--- src/hw/rtl/efv_pkg.sv ---
package efv_pkg;

    localparam int CFG_IDX_W  = 3;
    localparam int CFG_DATA_W = 31;
    localparam int IN_DATA_W  = 72;
    localparam int IN_USER_W  = 2;
    localparam int OUT_DATA_W = 24;

    localparam logic signed [15:0] RST_CAL_SCALE     = 16'sd4096;
    localparam logic [14:0]        RST_MAX_ABS_SPEED = 15'd2560;
    localparam logic [30:0]        RST_MAX_ABS_DELTA = 31'd1000;
    localparam logic [1:0]         RST_CHECK_MODE    = 2'd1;
    localparam logic [15:0]        RST_STEER_MIN     = 16'd0;
    localparam logic [15:0]        RST_STEER_MAX     = 16'hFFFF;
    localparam logic [23:0]        RST_TICK_FACTOR   = 24'd0;
    localparam logic [14:0]        RST_TOLERANCE     = 15'd128;

    typedef enum logic [CFG_IDX_W-1:0] {
        REG_CAL_SCALE     = 3'd0,
        REG_MAX_ABS_SPEED = 3'd1,
        REG_MAX_ABS_DELTA = 3'd2,
        REG_CHECK_MODE    = 3'd3,
        REG_STEER_MIN     = 3'd4,
        REG_STEER_MAX     = 3'd5,
        REG_TICK_FACTOR   = 3'd6,
        REG_TOLERANCE     = 3'd7
    } cfg_idx_t;

    typedef enum logic [2:0] {
        RSN_OK           = 3'd0,
        RSN_SPEED_NF     = 3'd1,
        RSN_ALIVE        = 3'd2,
        RSN_SPEED_RANGE  = 3'd3,
        RSN_DELTA_RANGE  = 3'd4,
        RSN_STEER_RANGE  = 3'd5,
        RSN_INCONSISTENT = 3'd6
    } reason_t;

    typedef struct packed {
        logic signed [15:0] cal_scale;
        logic [14:0]        max_abs_speed;
        logic [30:0]        max_abs_delta;
        logic [1:0]         check_mode;
        logic [15:0]        steer_min;
        logic [15:0]        steer_max;
        logic [23:0]        tick_factor;
        logic [14:0]        tolerance;
    } cfg_t;

    typedef struct packed {
        logic signed [15:0] raw_speed;
        logic               speed_not_finite;
        logic [7:0]         alive_count;
        logic signed [31:0] tick_delta;
        logic [15:0]        steer_adc;
        logic               steer_not_finite;
    } item_t;

    typedef struct packed {
        logic               accepted;
        reason_t            reason_code;
        logic signed [15:0] forward_speed;
    } result_t;

    typedef struct packed {
        logic       seen;
        logic [7:0] last;
    } alive_t;

endpackage

--- src/hw/rtl/efv_cfg_regs.sv ---
module efv_cfg_regs (
    input  logic                           clk,
    input  logic                           rst_n,
    input  logic                           cfg_we,
    input  logic [efv_pkg::CFG_IDX_W-1:0]  cfg_addr,
    input  logic [efv_pkg::CFG_DATA_W-1:0] cfg_data,
    output efv_pkg::cfg_t                  cfg
);
    import efv_pkg::*;

    cfg_t cfg_reg;

    always_ff @(posedge clk or negedge rst_n)
    begin
        if (!rst_n)
        begin
            cfg_reg.cal_scale     <= RST_CAL_SCALE;
            cfg_reg.max_abs_speed <= RST_MAX_ABS_SPEED;
            cfg_reg.max_abs_delta <= RST_MAX_ABS_DELTA;
            cfg_reg.check_mode    <= RST_CHECK_MODE;
            cfg_reg.steer_min     <= RST_STEER_MIN;
            cfg_reg.steer_max     <= RST_STEER_MAX;
            cfg_reg.tick_factor   <= RST_TICK_FACTOR;
            cfg_reg.tolerance     <= RST_TOLERANCE;
        end
        else if (cfg_we)
        begin
            unique case (cfg_idx_t'(cfg_addr))
                REG_CAL_SCALE:     cfg_reg.cal_scale     <= $signed(cfg_data[15:0]);
                REG_MAX_ABS_SPEED: cfg_reg.max_abs_speed <= cfg_data[14:0];
                REG_MAX_ABS_DELTA: cfg_reg.max_abs_delta <= cfg_data[30:0];
                REG_CHECK_MODE:    cfg_reg.check_mode    <= cfg_data[1:0];
                REG_STEER_MIN:     cfg_reg.steer_min     <= cfg_data[15:0];
                REG_STEER_MAX:     cfg_reg.steer_max     <= cfg_data[15:0];
                REG_TICK_FACTOR:   cfg_reg.tick_factor   <= cfg_data[23:0];
                REG_TOLERANCE:     cfg_reg.tolerance     <= cfg_data[14:0];
                default:           cfg_reg               <= cfg_reg;
            endcase
        end
    end

    assign cfg = cfg_reg;

endmodule

--- config.mk ---
export PLATFORM = sky130hd
export DESIGN_NAME = efv_cfg_regs
export DESIGN_NICKNAME = d
export VERILOG_FILES = /design/src/hw/rtl/efv_pkg.sv /design/src/hw/rtl/efv_cfg_regs.sv
export SDC_FILE = /design/constraint.sdc
export NUM_CORES = 1
export LEC_CHECK = 0
export CAP_MARGIN = 20
export CORE_MARGIN = 1
export CORE_UTILIZATION = 50
export DETAILED_ROUTE_END_ITERATION = 16
export DONT_BUFFER_PORTS = 1
export PLACE_DENSITY_LB_ADDON = 0.3
export SLEW_MARGIN = 0
export SYNTH_ARGS = -nofsm -noshare
export SYNTH_HDL_FRONTEND = slang
export SYNTH_SLANG_ARGS = --single-unit
--- constraint.sdc ---
create_clock -name clk -period 1.2 [get_ports clk]
set_input_delay 0.06 -clock clk [delete_from_list [all_inputs] [get_ports clk]]
set_output_delay 0.06 -clock clk [all_outputs]
set_load 0.01 [all_outputs]
# --- Word-level counts from Yosys, hierarchy flattened ---
# Cells that the tools add are included.
word_totals:
  ff_bits: 135
  latchBits: 0
  ramBits: 0
  rom_bits: 0
  input_bits: 37
  word_cells: 24
  n_memories: 0
classes:
  add_sub_neg: 0
  multipliers: 0
  div: 0
  magnitude_cmp: 0
  n_eq_ne: 7
  shifts: 0
  mux: 0
  bitwise: 0
  reduce_logical: 9
op_table:
  columns: ["cell", "count"]
  rows:
  - ["$reduce_and A2 Y1", 8]
  - ["$eq A3 B3 Y1 const B", 4]
  - ["$eq A3 B2 Y1 const B", 2]
  - ["$eq A3 B1 Y1 const B", 1]
  - ["$logic_not A3 Y1", 1]

# --- Longest topological paths before layout ---
# Gate-level depths: netlist of the first run.
logic_depth:
  word_depth: 2
  depth_mapped: 5
  depth_no_buf: 2

# --- Worst setup path before layout of the first run ---
# Ideal clock, no wire load.
synth_timing:
  kind: "input-to-reg"
  from: "input cfg_addr[0] (netlist name)"
  to: "register cfg_reg (netlist bit cfg[125])"
  setup_ns: 0.125
  arrival_time_ns: 1.148
  required_ns: 1.075
  slack_ns: -0.073
  stages: 4
  path_buffers: 2
  path_cell_list: "buf_6 nor4b_4 buf_8 mux2_4"
synth_between:
  elab_chain_len: 2
synth_rtl:
  columns: ["item", "line", "text"]
  rows:
  - ["from (decl)", "efv_cfg_regs.sv:5", "input logic [efv_pkg::CFG_IDX_W-1:0] cfg_addr,"]
  - ["$logic_not A3 Y1", "efv_cfg_regs.sv:28", "unique case (cfg_idx_t'(cfg_addr))"]
  - ["$reduce_and A2 Y1 (no source line)", null, null]
  - ["to (signal assigned)", "efv_cfg_regs.sv:37", "default: cfg_reg <= cfg_reg;"]
  - ["to (decl)", "efv_cfg_regs.sv:11", "cfg_t cfg_reg;"]
# No other way between the ends.
# A chain may end at the register's enable or synchronous reset.

# --- Final worst setup path of the first run ---
layout_timing:
  from: "register cfg_reg (netlist bit cfg[44])"
  to: "output cfg[44] (netlist name)"
layout_lines:
  columns: ["item", "line", "text"]
  rows:
  - ["to (decl)", "efv_cfg_regs.sv:7", "output efv_pkg::cfg_t cfg"]
# No word-level cell between the ends.

==> flow_metrics.env, run 1 <==
export IMPL_die_x_um=104.0
export IMPL_post_route_drc_count=0
export IMPL_drt_met1_wl_mm=4.470
export IMPL_synthDistinctLibCells=15
export IMPL_first_global_vias=2979
export IMPL_ir_worst_vdd_mv=0.9125
export IMPL_final_common_cell="mux2_2"
export IMPL_post_cts_setup_buffer_count=0
export IMPL_grt_usage=0.2143
export IMPL_wl_per_cell_um=22.30
export IMPL_fp_row_count=36
export IMPL_numCtsBuffers=17
export IMPL_critPathLaunch="cfg[44]$_DFFE_PN1P_"
export IMPL_arrival_ns=1.08
export IMPL_drt_iter0_drc=61
export IMPL_num_nets_final=382
export IMPL_clkLatencyLatePin_ns=0.51
export IMPL_met2_length_mm=5.255
export IMPL_tightest_slew_ns=0.3185
export IMPL_antenna_found_initial=0
export IMPL_synth_warning_count=0
export IMPL_final_layout_size_suffix_gt1_frac=0.5866
export IMPL_hold_slack_ns=-0.7590
export IMPL_start_util=0.5250
export IMPL_worst_r2r_startpoint="cfg[89]$_DFFE_PN0P_"
export IMPL_chipHeight_um=104.0
export IMPL_gp_congestion=0.6943
export IMPL_num_vias=2708
export IMPL_viasPerCell=5.515
export IMPL_synth_area_um2=5202
export IMPL_powerDensity_nw_per_um2=2104
export IMPL_crit_path_end_kind="primary output"
export IMPL_path_max_fanout=2
export IMPL_violations="negative hold slack"
export IMPL_dr_wl_met3_mm=1.027
export IMPL_drtPass1Iterations=4
export IMPL_ys_seq_elements=135
export IMPL_min_path_type="in -> async"
export IMPL_n_antenna_cell=0
export IMPL_ctsHoldBuffers=35
export IMPL_relSlewSlack=0.7869
export IMPL_netlist_instances=294
export IMPL_post_route_period_util=0.9512
export IMPL_grt_pass1_wl_mm=17.39
export IMPL_ant_nets=0
export IMPL_overflow=0
export IMPL_period_needed_ns=1.141
export IMPL_crit_type="reg -> out"
export IMPL_fin_setup_tns_ns=0
export IMPL_htreeDepth=4
export IMPL_hold_viol=165
export IMPL_dpl_worst_slack_ns=0.09138
export IMPL_required_ns=1.14
export IMPL_finalWirelength_mm=10.95
export IMPL_setup_slack_ns=0.05856
export IMPL_final_area_um2=6382
export IMPL_layout_area_overhead_vs_synth_pct=22.68
export IMPL_clockBufferDepth=2
export IMPL_hpwl_mm=6.946
export IMPL_avgSynthCellArea_um2=17.70
export IMPL_cts_sinks=135
export IMPL_totalPowerFinal_mw=13.43
export IMPL_clock_fmax_ghz=0.8761
export IMPL_clkTransAtPathRegs_ns=0.06
export IMPL_layout_common_cells="114 x mux2_2, 108 x dfrtp_1, 34 x dlygate4sd3_1"
export IMPL_die_area_um2=10820
export IMPL_largest_reg_flops=135
export IMPL_grt_max_degree=136
export IMPL_io_buffers=0
export IMPL_drv_slew=0
export IMPL_place_area_um2=5430
export IMPL_clock_root_buffer="clkbuf_8"
export IMPL_ioPinCount=172
export IMPL_cts_tree="done"
export IMPL_highest_layer="met4"
export IMPL_synth_nets=331
export IMPL_status="finished with violations"
export IMPL_ys_seq_area_frac=0.6558
export IMPL_cp_start_kind="flop"
export IMPL_max_cap_violations=0
export IMPL_leakagePower_nw=2.762
export IMPL_core_area_um2=9910
export IMPL_final_setup_viol_count=0
export IMPL_clock_skew_final_ns=0
export IMPL_rsz0062_at_grt="no"
## through the flow
step / cells / utilization
final: 491 / 0.6441
after global placement: 424 / 0.5480
after detailed placement: 424 / 0.5480
after CTS: 491 / 0.6431
after floorplan: 294 / -
after global routing: 491 / 0.6441
## Yosys cell counts
| cell type | instances | share of area |
|---|---|---|
| mux2_2 | 123 | 0.27 |
| and4bb_2 | 1 | 0.0024 |
| dfstp_2 | 27 | 0.14 |
| mux2_4 | 10 | 0.029 |
| nand4b_1 | 1 | 0.0017 |
| mux2_1 | 2 | 0.0043 |
| buf_6 | 4 | 0.0087 |
| buf_2 | 7 | 0.0067 |
| nand4_2 | 1 | 0.0024 |
| nor4b_4 | 1 | 0.0046 |
| nor4bb_1 | 2 | 0.0038 |
| buf_4 | 4 | 0.0058 |
| dfrtp_1 | 108 | 0.52 |
| nand4b_2 | 2 | 0.0058 |
| buf_8 | 1 | 0.0029 |
## layer usage
metal,track usage,vias to the layer above
met3,0.08521,16
met2,0.3233,121
met4,0.09286,0
li1,-,1156
met1,0.2747,1415
met5,0,-
## layout make-up
cell class | instances | area [um^2]
clock buffers | 19 | 421.7
clock inverters | 13 | 170.2
fillers | 694 | 3527
multi-input cells | 143 | 1729
flip-flops and latches | 135 | 3412
well taps | 133 | 166.4
repair buffers | 48 | 483.0
## timing repair
item                                    4_1_cts  5_1_grt
hold endpoints to repair                    270      162
endpoints found under the setup margin        0       12
resized for setup                             0        3
## path summary, 6_finish.rpt
path	to	cells past startpoint	slack [ns]
hold / removal	cfg[22]$_DFFE_PN0P_	0	-0.76
max in group asynchronous	cfg[41]$_DFFE_PN1P_	0	1.72
hold reg to reg	cfg[6]$_DFFE_PN0P_	1	0.58
setup / recovery	cfg[44]	0	0.06
min in group clk	cfg[71]$_DFFE_PN1P_	2	-0.13
setup reg to reg	cfg[89]$_DFFE_PN0P_	1	0.36
## power by group
group	switching, mW	total (mW)	internal (mW)
Sequential	1.24	6.97	5.72
Combinational	0.382	1.31	0.927
Clock	1.96	5.15	3.19
Total	3.59	13.4	9.84
## kinds of logic after synthesis
group | after synthesis | synth area share
muxes | 135 | 0.2994
buffers and inverters | 16 | 0.02405
DFF | 135 | 0.6558
and+or+nand+nor | 8 | 0.02068
No activity file was read; power rests on OpenSTA's default activity.
==> run 2, diff against run 1 <==
ABC_AREA = 1   (was unset)
==> flow_metrics.env, run 2 <==
export IMPL_finalWirelength_mm=15.38
export IMPL_drtPass1Iterations=5
export IMPL_netlist_instances=599
export IMPL_num_vias=4328
export IMPL_path_max_fanout=2
export IMPL_p_int_mw=8.951
export IMPL_synthDistinctLibCells=12
export IMPL_gp_congestion=0.7708
export IMPL_arrival_ns=1.10
export IMPL_clkLatencyLatePin_ns=0.51
export IMPL_post_route_period_util=0.9655
export IMPL_leakagePower_nw=3.446
export IMPL_ir_worst_vdd_mv=0.9148
export IMPL_ant_nets=0
export IMPL_synth_common_cells="340 x nand2_1, 108 x dfrtp_1, 78 x nand3_1"
export IMPL_period_needed_ns=1.159
export IMPL_r2r_slack_ns=0.40
export IMPL_worst_r2r_startpoint="cfg[115]$_DFFE_PN1P_"
export IMPL_num_nets_final=704
export IMPL_n_antenna_cell=0
export IMPL_fp_row_count=37
export IMPL_largest_reg_flops=135
export IMPL_reg2reg_depth=2
export IMPL_comb_power_share=0.095
export IMPL_yosys_area_top_type="dfrtp_1"
export IMPL_r2r_end="cfg[115]$_DFFE_PN1P_"
export IMPL_synth_nets=636
export IMPL_clock_fmax_ghz=0.8631
export IMPL_cts_sinks=135
export IMPL_numCtsBuffers=17
export IMPL_violations="negative hold slack"
export IMPL_avgSynthCellArea_um2=8.834
export IMPL_hold_slack_ns=-0.7602
export IMPL_seqPwrFrac=0.522
export IMPL_cp_start_kind="flop"
export IMPL_asyncSetResetFlopFracSynth=1.000
export IMPL_wl_per_cell_um=18.84
export IMPL_powerDensity_nw_per_um2=1919
export IMPL_cts_tree="done"
export IMPL_fill_cells=779
export IMPL_tightest_slew_ns=0.4864
export IMPL_hpwl_mm=9.358
export IMPL_ys_seq_area_frac=0.6448
export IMPL_synth_edff_count=0
export IMPL_max_cap_violations=0
export IMPL_ioPinCount=172
export IMPL_crit_path_end_kind="primary output"
export IMPL_synth_area_leaders="dfrtp_1 51%, nand2_1 24%, dfstp_2 13%"
export IMPL_die_x_um=104.9
export IMPL_start_util=0.5149
export IMPL_multi_input_area_um2=1722
export IMPL_clockBufferDepth=2
export IMPL_grt_max_degree=136
export IMPL_grt_usage=0.2942
export IMPL_switching_share=0.2970
export IMPL_hold_viol=135
export IMPL_dpl_worst_slack_ns=0.1855
export IMPL_overflow=0
export IMPL_layout_area_overhead_vs_synth_pct=25.40
export IMPL_p_clk_frac=0.383
export IMPL_ctsHoldBuffers=57
export IMPL_synth_area_um2=5291
export IMPL_final_setup_viol_count=0
export IMPL_fin_setup_tns_ns=0
export IMPL_final_layout_size_suffix_gt1_frac=0.1338
export IMPL_drv_slew=0
export IMPL_status="finished with violations"
export IMPL_rsz0062_at_grt="no"
export IMPL_clock_root_buffer="clkbuf_8"
export IMPL_min_path_type="in -> async"
export IMPL_ys_flop_type="dfrtp_1"
export IMPL_drt_iter0_drc=350
export IMPL_post_route_drc_count=0
export IMPL_synth_warning_count=0
export IMPL_layout_common_cells="340 x nand2_1, 108 x dfrtp_1, 78 x nand3_1"
export IMPL_clock_skew_final_ns=0
export IMPL_viasPerCell=5.304
export IMPL_io_buffers=0
export IMPL_setup_slack_ns=0.04137
export IMPL_netlist_area_leader_share=0.5108
export IMPL_final_common_cell="nand2_1"
export IMPL_crit_type="reg -> out"
export IMPL_synth_most_common_cell="nand2_1"
export IMPL_die_area_um2=11000
export IMPL_ys_seq_elements=135
export IMPL_antenna_found_initial=0
export IMPL_grt_pass1_wl_mm=24.29
export IMPL_core_area_um2=10280
export IMPL_p_sw_mw=3.781
export IMPL_chipHeight_um=104.9
export IMPL_relSlewSlack=0.6749
export IMPL_clkTransAtPathRegs_ns=0.06
export IMPL_first_global_vias=4440
export IMPL_seqCellArea_um2=3412
export IMPL_post_cts_setup_buffer_count=0
export IMPL_required_ns=1.14
export IMPL_htreeDepth=4
run 2: worst max-delay path by stage:
stage / slack (ns) / from / cells past startpoint / endpoint
6_report: 0.04 / cfg[115]$_DFFE_PN1P_ / 0 / cfg[115]
4_1_cts: 0.03 / cfg[115]$_DFFE_PN1P_ / 0 / cfg[115]
3_5_place_dp: 0.19 / cfg_we / 5 / cfg[118]$_DFFE_PN0P_
3_3_place_gp: 0.25 / cfg_we / 5 / cfg[109]$_DFFE_PN0P_
2_1_floorplan: 0.28 / cfg_addr[2] / 7 / cfg[60]$_DFFE_PN0P_
5_1_grt: 0.02 / cfg[113]$_DFFE_PN1P_ / 0 / cfg[113]
run 2: power groups by stage:
stage | logic (mW) | registers (mW) | clock network, mW
after global routing | 1.41 | 6.73 | 5.12
after global placement | 0.915 | 6.69 | 0
after CTS | 1.21 | 6.65 | 4.93
after detailed placement | 0.992 | 6.70 | 0
final | 1.21 | 6.64 | 4.88
after floorplan | 0.797 | 6.46 | 0
run 2: cell type report:
| type | instances | share of cell area |
|---|---|---|
| clock inverters | 11 | 0.01490 |
| clock buffers | 21 | 0.06921 |
| well taps | 136 | 0.02565 |
| flip-flops and latches | 135 | 0.5142 |
| inverters | 6 | 0.003394 |
| repair buffers | 81 | 0.1131 |
| multi-input cells | 426 | 0.2595 |
run 2: logic make-up (layout without fill, tap and decap cells):
logic type	count (synthesis)	after routing	share of synthesized area
buffers and inverters	38	119	0.03169
DFF	135	135	0.6448
and+or+nand+nor	426	426	0.3235
run 2: per-stage QoR:
step	cells	cell area, um^2	hold WS, ns	power [mW]	utilization
after floorplan	599	5291	-0.2356	7.257	-
after global placement	727	5507	-0.2323	7.606	0.5358
after detailed placement	727	5507	-0.2327	7.696	0.5358
after CTS	816	6635	-0.7831	12.79	0.6456
after global routing	816	6635	-0.7860	13.26	0.6456
final	816	6635	-0.7602	12.73	0.6456
run 2: metal layers:
layer	GRT usage	part of all wire
met5	0	0
met4	0.08853	0.013
met3	0.1017	0.091
met2	0.4839	0.50
met1	0.3673	0.40
run 2: repair_timing:
item                                   CTS  global route
gates resized for setup                  0             0
setup endpoints to repair                0             0
endpoints found under the hold margin  270           135
